File: config.mk
export PLATFORM = sky130hd
export DESIGN_NAME = radix_digit_converter_top
export DESIGN_NICKNAME = d
export VERILOG_FILES = /design/src/design/rdc_pkg.sv /design/src/design/rdc_front.sv /design/src/design/rdc_divider.sv /design/src/design/rdc_back.sv /design/src/design/radix_digit_converter_top.sv
export VERILOG_INCLUDE_DIRS = /design/src /design/src/design
export SDC_FILE = /design/constraint.sdc
export NUM_CORES = 1
export LEC_CHECK = 0
export ABC_AREA = 1
export BUFFER_PORTS_ARGS = -buffer_cell sky130_fd_sc_hd__buf_2
export CAP_MARGIN = 5
export CELL_PAD_IN_SITES_DETAIL_PLACEMENT = 1
export CELL_PAD_IN_SITES_GLOBAL_PLACEMENT = 2
export CORE_ASPECT_RATIO = 0.5
export CORE_UTILIZATION = 42
export CTS_CLUSTER_SIZE = 14
export DETAILED_ROUTE_END_ITERATION = 10
export PLACE_DENSITY_LB_ADDON = 0.25
export SYNTH_ARGS = -nofsm -noshare
export SYNTH_HDL_FRONTEND = slang
export SYNTH_SLANG_ARGS = --single-unit
File: constraint.sdc
create_clock -name clk -period 6.1 [get_ports clk]
set_clock_uncertainty 0.2 [all_clocks]
set_input_delay 0.305 -clock clk [delete_from_list [all_inputs] [get_ports clk]]
set_output_delay 0.305 -clock clk [all_outputs]
set_load 0.005 [all_outputs]
File: src/design/radix_digit_converter_top_defines.svh
// ----------------------------------------------------------------------------
// radix_digit_converter_top_defines.svh
// Assertion macros shared by the converter's checking code.
// ----------------------------------------------------------------------------
`ifndef RADIX_DIGIT_CONVERTER_TOP_DEFINES_SVH
`define RADIX_DIGIT_CONVERTER_TOP_DEFINES_SVH

// condition must hold at every edge out of reset
`define RDC_ASSERT_ALWAYS(label, clk_sig, rst_sig, cond, msg) \
    label: assert property (@(posedge clk_sig) disable iff (!rst_sig) (cond)) else $error(msg);

// antecedent implies consequent in the same cycle
`define RDC_ASSERT_IMPLY(label, clk_sig, rst_sig, ante, cons, msg) \
    label: assert property (@(posedge clk_sig) disable iff (!rst_sig) \
        (ante) |-> (cons)) else $error(msg);

`endif

File: src/design/rdc_pkg.sv
// ----------------------------------------------------------------------------
// rdc_pkg
// Types, constants and helpers shared by the radix digit converter.
// ----------------------------------------------------------------------------
package rdc_pkg;

    // fixed field widths
    localparam int WORD_W  = 64;
    localparam int RADIX_W = 6;
    localparam int CHAR_W  = 7;
    localparam int COUNT_W = 7;

    // radix limits and reset value
    localparam logic [RADIX_W-1:0] RADIX_MIN   = 6'd2;
    localparam logic [RADIX_W-1:0] RADIX_MAX   = 6'd36;
    localparam logic [RADIX_W-1:0] RADIX_RESET = 6'd16;

    // ASCII mapping
    localparam logic [RADIX_W-1:0] DIGIT_TEN   = 6'd10;
    localparam logic [CHAR_W-1:0]  ASCII_ZERO  = 7'd48;
    localparam logic [CHAR_W-1:0]  ASCII_ALPHA = 7'd55;  // 'A' minus ten

    // front-to-back queue
    localparam int QUEUE_DEPTH = 2;
    localparam int QPTR_W      = 1;
    localparam int QCNT_W      = 2;

    // one queued conversion request
    typedef struct packed {
        logic [WORD_W-1:0]  value;
        logic [RADIX_W-1:0] base;
    } rdc_item_t;

    // back-end sequencer states
    typedef enum logic [1:0] {
        ST_IDLE,
        ST_DIVIDE,
        ST_EMIT
    } rdc_state_t;

    // clamp a raw radix register into 2..36
    function automatic logic [RADIX_W-1:0] clamp_radix(input logic [RADIX_W-1:0] r);
        logic [RADIX_W-1:0] b;
        b = r;
        if (r < RADIX_MIN)
            b = RADIX_MIN;
        else if (r > RADIX_MAX)
            b = RADIX_MAX;
        return b;
    endfunction

    // digit value to ASCII character
    function automatic logic [CHAR_W-1:0] digit_to_ascii(input logic [RADIX_W-1:0] d);
        logic [CHAR_W-1:0] c;
        if (d < DIGIT_TEN)
            c = CHAR_W'(d) + ASCII_ZERO;
        else
            c = CHAR_W'(d) + ASCII_ALPHA;
        return c;
    endfunction

endpackage

File: src/design/rdc_front.sv
// ----------------------------------------------------------------------------
// rdc_front
// Holds the radix register, accepts items, masks the value, clamps the base
// and queues each request for the back end in a two-entry queue.
// ----------------------------------------------------------------------------
module rdc_front #(
    parameter int VALUE_BITS = 64
) (
    input  logic                        clk,
    input  logic                        rst_n,
    input  logic                        cfg_valid,
    output logic                        cfg_ready,
    input  logic [rdc_pkg::RADIX_W-1:0] cfg_data,
    input  logic                        push,
    output logic                        full,
    input  logic [rdc_pkg::WORD_W-1:0]  value,
    output logic                        item_valid,
    output rdc_pkg::rdc_item_t          item,
    input  logic                        item_take
);
    import rdc_pkg::*;

    logic [RADIX_W-1:0] radix_reg;
    rdc_item_t          queue_reg [QUEUE_DEPTH];
    logic [QPTR_W-1:0]  wr_ptr_reg;
    logic [QPTR_W-1:0]  rd_ptr_reg;
    logic [QCNT_W-1:0]  cnt_reg;
    logic               push_ok;
    logic               take_ok;
    rdc_item_t          new_item;

    assign cfg_ready = 1'b1;

    // radix register
    always_ff @(posedge clk or negedge rst_n)
    begin
        if (!rst_n)
            radix_reg <= RADIX_RESET;
        else if (cfg_valid)
            radix_reg <= cfg_data;
    end

    // classify: drop unused value bits, clamp the base
    always_comb
    begin
        new_item.value = WORD_W'(value[VALUE_BITS-1:0]);
        new_item.base  = clamp_radix(radix_reg);
    end

    assign full       = (cnt_reg == QCNT_W'(QUEUE_DEPTH));
    assign item_valid = (cnt_reg != '0);
    assign item       = queue_reg[rd_ptr_reg];
    assign push_ok    = push && !full;
    assign take_ok    = item_take && item_valid;

    // queue payload
    always_ff @(posedge clk)
    begin
        if (push_ok)
            queue_reg[wr_ptr_reg] <= new_item;
    end

    // queue pointers and fill count
    always_ff @(posedge clk or negedge rst_n)
    begin
        if (!rst_n)
        begin
            wr_ptr_reg <= '0;
            rd_ptr_reg <= '0;
            cnt_reg    <= '0;
        end
        else
        begin
            if (push_ok)
                wr_ptr_reg <= wr_ptr_reg + 1'b1;
            if (take_ok)
                rd_ptr_reg <= rd_ptr_reg + 1'b1;
            if (push_ok && !take_ok)
                cnt_reg <= cnt_reg + 1'b1;
            else if (take_ok && !push_ok)
                cnt_reg <= cnt_reg - 1'b1;
        end
    end

endmodule

File: src/design/rdc_divider.sv
// ----------------------------------------------------------------------------
// rdc_divider
// Restoring divider, one quotient bit per cycle, small divisor (2 to 36).
// ----------------------------------------------------------------------------
module rdc_divider #(
    parameter int VALUE_BITS = 64
) (
    input  logic                        clk,
    input  logic                        rst_n,
    input  logic                        start,
    input  logic [VALUE_BITS-1:0]       dividend,
    input  logic [rdc_pkg::RADIX_W-1:0] divisor,
    output logic                        done,
    output logic [VALUE_BITS-1:0]       quotient,
    output logic [rdc_pkg::RADIX_W-1:0] remainder
);
    import rdc_pkg::*;

    localparam int CNT_W = $clog2(VALUE_BITS);

    logic [VALUE_BITS-1:0] quo_reg;
    logic [RADIX_W-1:0]    rem_reg;
    logic [RADIX_W-1:0]    div_reg;
    logic [CNT_W-1:0]      bit_cnt_reg;
    logic                  busy_reg;
    logic                  done_reg;
    logic [RADIX_W:0]      trial;
    logic                  fits;

    // one shift-subtract step
    assign trial = {rem_reg, quo_reg[VALUE_BITS-1]};
    assign fits  = (trial >= {1'b0, div_reg});

    // datapath
    always_ff @(posedge clk)
    begin
        if (start)
        begin
            quo_reg <= dividend;
            rem_reg <= '0;
            div_reg <= divisor;
        end
        else if (busy_reg)
        begin
            quo_reg <= {quo_reg[VALUE_BITS-2:0], fits};
            rem_reg <= fits ? RADIX_W'(trial - {1'b0, div_reg}) : trial[RADIX_W-1:0];
        end
    end

    // iteration control
    always_ff @(posedge clk or negedge rst_n)
    begin
        if (!rst_n)
        begin
            busy_reg    <= 1'b0;
            done_reg    <= 1'b0;
            bit_cnt_reg <= '0;
        end
        else
        begin
            done_reg <= 1'b0;
            if (start)
            begin
                busy_reg    <= 1'b1;
                bit_cnt_reg <= CNT_W'(VALUE_BITS - 1);
            end
            else if (busy_reg)
            begin
                if (bit_cnt_reg == '0)
                begin
                    busy_reg <= 1'b0;
                    done_reg <= 1'b1;
                end
                else
                    bit_cnt_reg <= bit_cnt_reg - 1'b1;
            end
        end
    end

    assign done      = done_reg;
    assign quotient  = quo_reg;
    assign remainder = rem_reg;

endmodule

File: src/design/rdc_back.sv
// ----------------------------------------------------------------------------
// rdc_back
// Takes queued requests, produces remainders on its own divider into a
// digit memory, then reads them back most significant first into the
// result register.
// ----------------------------------------------------------------------------
module rdc_back #(
    parameter int VALUE_BITS = 64,
    parameter int MAX_DIGITS = 64
) (
    input  logic                        clk,
    input  logic                        rst_n,
    input  logic                        item_valid,
    input  rdc_pkg::rdc_item_t          item,
    output logic                        item_take,
    input  logic                        pop,
    output logic                        empty,
    output logic [rdc_pkg::CHAR_W-1:0]  digit_char,
    output logic [rdc_pkg::COUNT_W-1:0] digit_total,
    output logic                        last_digit
);
    import rdc_pkg::*;

    localparam int                 IDX_W   = $clog2(MAX_DIGITS);
    localparam logic [COUNT_W-1:0] MAX_CNT = COUNT_W'(MAX_DIGITS);

    rdc_state_t            state_reg;
    rdc_state_t            state_next;
    logic [RADIX_W-1:0]    base_reg;
    logic [COUNT_W-1:0]    count_reg;
    logic [COUNT_W-1:0]    emit_reg;
    logic [RADIX_W-1:0]    digit_mem [MAX_DIGITS];
    logic [RADIX_W-1:0]    rd_data_reg;
    logic                  rd_pend_reg;
    logic                  pend_last_reg;
    logic [COUNT_W-1:0]    pend_total_reg;
    logic                  out_valid_reg;
    logic [CHAR_W-1:0]     out_char_reg;
    logic [COUNT_W-1:0]    out_total_reg;
    logic                  out_last_reg;

    logic                  div_start;
    logic [VALUE_BITS-1:0] div_dividend;
    logic [RADIX_W-1:0]    div_divisor;
    logic                  div_done;
    logic [VALUE_BITS-1:0] div_quo;
    logic [RADIX_W-1:0]    div_rem;

    logic                  pop_ok;
    logic                  out_free;
    logic                  conv_end;
    logic                  mem_we;
    logic                  rd_en;
    logic                  emit_last;
    logic [COUNT_W-1:0]    rd_pos;

    rdc_divider #(
        .VALUE_BITS (VALUE_BITS)
    ) u_div (
        .clk       (clk),
        .rst_n     (rst_n),
        .start     (div_start),
        .dividend  (div_dividend),
        .divisor   (div_divisor),
        .done      (div_done),
        .quotient  (div_quo),
        .remainder (div_rem)
    );

    // common conditions
    assign pop_ok    = pop && out_valid_reg;
    assign out_free  = !rd_pend_reg && (!out_valid_reg || pop_ok);
    assign conv_end  = (div_quo == '0) || (count_reg + 1'b1 == MAX_CNT);
    assign emit_last = (emit_reg + 1'b1 == count_reg);
    assign rd_pos    = count_reg - 1'b1 - emit_reg;

    // next state
    always_comb
    begin
        state_next = state_reg;
        case (state_reg)
            ST_IDLE:
            begin
                if (item_valid)
                    state_next = ST_DIVIDE;
            end
            ST_DIVIDE:
            begin
                if (div_done && conv_end)
                    state_next = ST_EMIT;
            end
            ST_EMIT:
            begin
                if (out_free && emit_last)
                    state_next = ST_IDLE;
            end
            default:
                state_next = ST_IDLE;
        endcase
    end

    // state outputs
    always_comb
    begin
        item_take    = 1'b0;
        div_start    = 1'b0;
        div_dividend = div_quo;
        div_divisor  = base_reg;
        mem_we       = 1'b0;
        rd_en        = 1'b0;
        case (state_reg)
            ST_IDLE:
            begin
                item_take    = item_valid;
                div_start    = item_valid;
                div_dividend = item.value[VALUE_BITS-1:0];
                // base_reg loads on this same edge, so the first step takes it directly
                div_divisor  = item.base;
            end
            ST_DIVIDE:
            begin
                mem_we    = div_done;
                div_start = div_done && !conv_end;
            end
            ST_EMIT:
                rd_en = out_free;
            default:
            begin
                item_take = 1'b0;
            end
        endcase
    end

    // sequencer registers
    always_ff @(posedge clk or negedge rst_n)
    begin
        if (!rst_n)
        begin
            state_reg <= ST_IDLE;
            count_reg <= '0;
            emit_reg  <= '0;
        end
        else
        begin
            state_reg <= state_next;
            if (item_take)
                count_reg <= '0;
            else if (mem_we)
                count_reg <= count_reg + 1'b1;
            if (mem_we)
                emit_reg <= '0;
            else if (rd_en)
                emit_reg <= emit_reg + 1'b1;
        end
    end

    // base for the running conversion
    always_ff @(posedge clk)
    begin
        if (item_take)
            base_reg <= item.base;
    end

    // digit memory: one write port, one registered read port
    always_ff @(posedge clk)
    begin
        if (mem_we)
            digit_mem[count_reg[IDX_W-1:0]] <= div_rem;
        if (rd_en)
        begin
            rd_data_reg    <= digit_mem[rd_pos[IDX_W-1:0]];
            pend_last_reg  <= emit_last;
            pend_total_reg <= count_reg;
        end
    end

    // read in flight and result register valid
    always_ff @(posedge clk or negedge rst_n)
    begin
        if (!rst_n)
        begin
            rd_pend_reg   <= 1'b0;
            out_valid_reg <= 1'b0;
        end
        else
        begin
            rd_pend_reg <= rd_en;
            if (rd_pend_reg)
                out_valid_reg <= 1'b1;
            else if (pop_ok)
                out_valid_reg <= 1'b0;
        end
    end

    // result payload
    always_ff @(posedge clk)
    begin
        if (rd_pend_reg)
        begin
            out_char_reg  <= digit_to_ascii(rd_data_reg);
            out_total_reg <= pend_total_reg;
            out_last_reg  <= pend_last_reg;
        end
    end

    assign empty       = !out_valid_reg;
    assign digit_char  = out_char_reg;
    assign digit_total = out_total_reg;
    assign last_digit  = out_last_reg;

endmodule

File: src/design/radix_digit_converter_top.sv
// ----------------------------------------------------------------------------
// radix_digit_converter_top: unsigned value to radix digit string
// Per value: one division per digit on the one bit-serial divider; the first
// digit is read out only after the last division. Readout fetches a digit only
// once the previous one is in the result register; the next value divides only
// after all digits are read from memory. Async active-low reset: queues empty, radix = 16.
// ----------------------------------------------------------------------------
`include "radix_digit_converter_top_defines.svh"

module radix_digit_converter_top #(
    parameter int VALUE_BITS = 64,
    parameter int MAX_DIGITS = 64
) (
    input  logic                        clk,
    input  logic                        rst_n,
    input  logic                        cfg_valid,
    output logic                        cfg_ready,
    input  logic [rdc_pkg::RADIX_W-1:0] cfg_data,
    input  logic                        push,
    output logic                        full,
    input  logic [rdc_pkg::WORD_W-1:0]  value,
    output logic                        empty,
    input  logic                        pop,
    output logic [rdc_pkg::CHAR_W-1:0]  digit_char,
    output logic [rdc_pkg::COUNT_W-1:0] digit_total,
    output logic                        last_digit
);
    import rdc_pkg::*;

    logic      item_valid;
    rdc_item_t item;
    logic      item_take;

    // front: config, classify, queue
    rdc_front #(
        .VALUE_BITS (VALUE_BITS)
    ) u_front (
        .clk        (clk),
        .rst_n      (rst_n),
        .cfg_valid  (cfg_valid),
        .cfg_ready  (cfg_ready),
        .cfg_data   (cfg_data),
        .push       (push),
        .full       (full),
        .value      (value),
        .item_valid (item_valid),
        .item       (item),
        .item_take  (item_take)
    );

    // back: divide, store, emit
    rdc_back #(
        .VALUE_BITS (VALUE_BITS),
        .MAX_DIGITS (MAX_DIGITS)
    ) u_back (
        .clk         (clk),
        .rst_n       (rst_n),
        .item_valid  (item_valid),
        .item        (item),
        .item_take   (item_take),
        .pop         (pop),
        .empty       (empty),
        .digit_char  (digit_char),
        .digit_total (digit_total),
        .last_digit  (last_digit)
    );

    // result checks
    `RDC_ASSERT_IMPLY(a_char_legal, clk, rst_n, !empty, (digit_char >= 7'd48 && digit_char <= 7'd57) || (digit_char >= 7'd65 && digit_char <= 7'd90), "digit character out of range")
    `RDC_ASSERT_IMPLY(a_total_legal, clk, rst_n, !empty, digit_total != '0 && digit_total <= COUNT_W'(MAX_DIGITS), "digit total out of range")
    `RDC_ASSERT_IMPLY(a_single_last, clk, rst_n, !empty && digit_total == 7'd1, last_digit, "single digit not flagged last")
    `RDC_ASSERT_ALWAYS(a_take_valid, clk, rst_n, !item_take || item_valid, "item taken from empty queue")

endmodule
==> metrics <==
result of the run=finished clean; area of all placed cells without fillers=0.0320 mm^2; count of buffer and inverter cells on the critical path=4; cell mode on critical path=nand2_1; post-placement cell count=3456; DP HPWL=41900 um; unrepaired setup endpoints after global routing=no; CTS tree=done; Avg WL per Cell=19.8 um; highest ir drop seen on vdd=0.000397 V; final standard cell count with taps included and fillers excluded=3652; count of mapped cells out of synthesis=2581; total length of routed wires=72500 um; Synth Register Bits=671; first-pass GRT wire length=113000 um; setup-violating endpoint count in the final report=0; Initial Util=42.8%; worst min path class=in2reg; number of global-route vias before repair=19400; share of cell area taken by muxes after synthesis=0.0402%; Clock Path Buffers=3; sink count of the clock tree=671; root cell of the clock tree=clkbuf_16; pwr dens=479 mW/mm^2; die outline area=0.0678 mm^2; max-cap viol count=0; count of cells resized by post-cts repair=0; layout cells sized above 1=7.88%; compound-cell area share of the yosys netlist=4.97%; worst-path cell chain=inv_1 > ha_4 > inv_1 > fa_4 > inv_2 > buf_4 > nor2_1 > o21ai_0 > nand2_1 > nand2_1 > nand3_1 > nand3_1 > nand2_1 > nand2_1 > nand2_1; Core Box Area=0.0655 mm^2; Tot Pwr=15.3 mW; post-route setup TNS=0 ps; clock latency on the worst-skew pair=610 ps; minimum period implied by the final worst setup slack=4310 ps; number of synthesis warnings=0; FMAX=232 MHz; leakage power total=12.2 nW; arrival time worst endpoint=4480 ps; signed area change from the synthesized netlist to the final layout=14.1%; critical path class=reg2reg; Top delay family on crit path=buffers and inverters; net count of the mapped netlist=2677; total setup buffers inserted after CTS=0; final hold slack=119 ps; detailed-routing iteration count for the pre-antenna-repair pass=5; maximum fanout count along the critical path=50; Final Net Count=2813; number of failing hold endpoints at the final stage=0; Critical Path RT=6270 ps; slowest cell delay on critical path=920 ps; synthesized-area fraction occupied by xor and xnor cells=0.500%; CP endpoint kind=register; number of design-rule violations left by the first detailed-router iteration=1127; share of the yosys chip area belonging to registers=71.0%; critical-path cell with the highest stage delay=fa_4; Max Slew Vio Count=0; Period Utilization, post-route=70.7%; slew margin rel.=22.5%; main combinational cell family by area after synthesis=simple AND/OR/NAND/NOR gates; Synth Area in Adders=0.991%; final core utilization=48.8%; Largest register FFs=384; width of the die=367 um; standard-cell row count=66; vias after detailed routing=18900; via/cell ratio=5.17; total placed instance area=0.0293 mm^2; post-synthesis instance area=0.0280 mm^2; number of buffers created by CTS=60; smallest setup slack after layout=1790 ps; die height=185 um; average cell area after synthesis=10.9 um^2; category of the worst setup path launch point=register; clock-pin slew reported for the worst setup and hold paths after clock tree synthesis=70 ps; number of antenna violations at the first check in global routing=2; hold buffer count at CTS=83; leftover overflow at the end of global routing=0; Remaining DRCs=0; number of nets still failing antenna checks after routing=0; pin count of the biggest net entering global routing=197; total of buffers placed on input and output ports=91; gr usage total=21.6%; Simple-Gate Fraction of Synth Area=19.6%; number of distinct standard cells referenced by the synthesized netlist=41; setup slack after placement=1740 ps; weighted congestion reported at the end of routability-driven placement=0.826; count of boundary I/O pins=93; # H-tree levels=2; Worst Tran Pin Value=1160 ps
## power breakdown
part | leakage (nW) | total, mW | switching [mW] | internal, mW
Clock | 0.909 | 3.71 | 1.68 | 2.03
Combinational | 4.95 | 4.75 | 3.39 | 1.36
Sequential | 6.32 | 6.85 | 0.669 | 6.18
Total | 12.2 | 15.3 | 5.74 | 9.56
## area by class of cell
| class | count | area [um^2] |
|---|---|---|
| clock inverter | 28 | 228 |
| tap | 884 | 1110 |
| fill | 7027 | 33500 |
| inverter | 78 | 298 |
| multi-input combinational | 1717 | 7360 |
| sequential | 671 | 19900 |
| antenna | 1 | 2.50 |
| timing repair buffer | 189 | 1410 |
| clock buffer | 84 | 1630 |
## layout by cell type (no fill, tap or decap), types with 17 or more instances in the layout
master         instances
inv_1                 70
dfrtp_1               34
o21ai_1               25
clkbuf_16             61
nor2_1               513
nand2_1              769
o21ai_0              213
edfxtp_1             629
ha_1                  18
clkbuf_1              21
buf_2                 91
a21oi_1               17
dlygate4sd3_1         83
nand3_1               90
## synthesized netlist by cell type
cell      count  share of area, %
a31oi_1       6              0.13
dfrtp_1      35               3.1
buf_6         4              0.16
a22oi_1       1             0.027
o21ai_0     213               3.8
conb_1        1             0.013
buf_4         1             0.027
fa_1          2              0.14
clkinv_1      2             0.027
dfxtp_1       6              0.43
a21oi_1      17              0.30
nor3_1        5             0.089
nand3_4       1             0.063
nand2_1     769                10
inv_1        72              0.96
nand3b_1      2             0.054
a41oi_1       1             0.031
inv_2         4             0.054
o21bai_1      2             0.054
buf_2        36              0.64
o21ai_1      25              0.45
nand3_1      90               1.6
o211ai_1      1             0.027
nand2_4       1             0.040
nand3_2       1             0.036
nor2_1      515               6.9
clkbuf_1     63              0.84
or2_2         6              0.13
xor2_1       10              0.31
o21a_1        1             0.027
nand2_2       1             0.022
edfxtp_1    629                67
buf_1        11              0.15
o22ai_1       4             0.089
mux2_2        1             0.040
nand4_1      14              0.31
ha_1         19              0.85
a31o_2        1             0.031
nor4_1        1             0.022
xnor2_1       6              0.19
dfstp_2       1             0.094
## logic make-up (layout without fill, tap and decap cells)
kind of cell	Yosys count	count (layout)
simple gates	1406	1406
flops	671	671
buf+inv	193	379
mux	1	1
compound gates	272	272
fa+ha+maj	21	21
other cells	1	2
xor+xnor	16	16
## path summary, 6_finish.rpt
path / startpoint / to / slack [ps] / cells past startpoint
min in group asynchronous: rst_n / u_back.out_valid_reg / 170 / 2
hold reg to reg: u_back.pend_total_reg[6] / u_back.digit_total[6] / 220 / 0
max in group asynchronous: rst_n / u_front.rd_ptr_reg / 4880 / 2
setup / recovery: u_back.emit_reg[0] / u_back.rd_data_reg[3] / 1790 / 15
setup reg to reg: u_back.emit_reg[0] / u_back.rd_data_reg[3] / 1790 / 15
hold / removal: push / u_front.queue_reg[0][58] / 120 / 3
## layer usage
metal	GRT usage, %	up-vias	routed length (um)
met4	4.97	0	1430
met2	36.1	321	34600
li1	-	8993	-
met1	29.8	9453	33500
met5	0	-	0
met3	3.12	99	2940
## worst reg2reg max path: stages (launching register included)
cell,delay [ps]
dfrtp_1,430
inv_1,120
ha_4,150
inv_1,50
fa_4,920
inv_2,820
buf_4,530
nor2_1,100
o21ai_0,90
nand2_1,100
nand2_1,90
nand3_1,120
nand3_1,170
nand2_1,70
nand2_1,60
nand2_1,50
No activity file was read; power rests on OpenSTA's default activity.
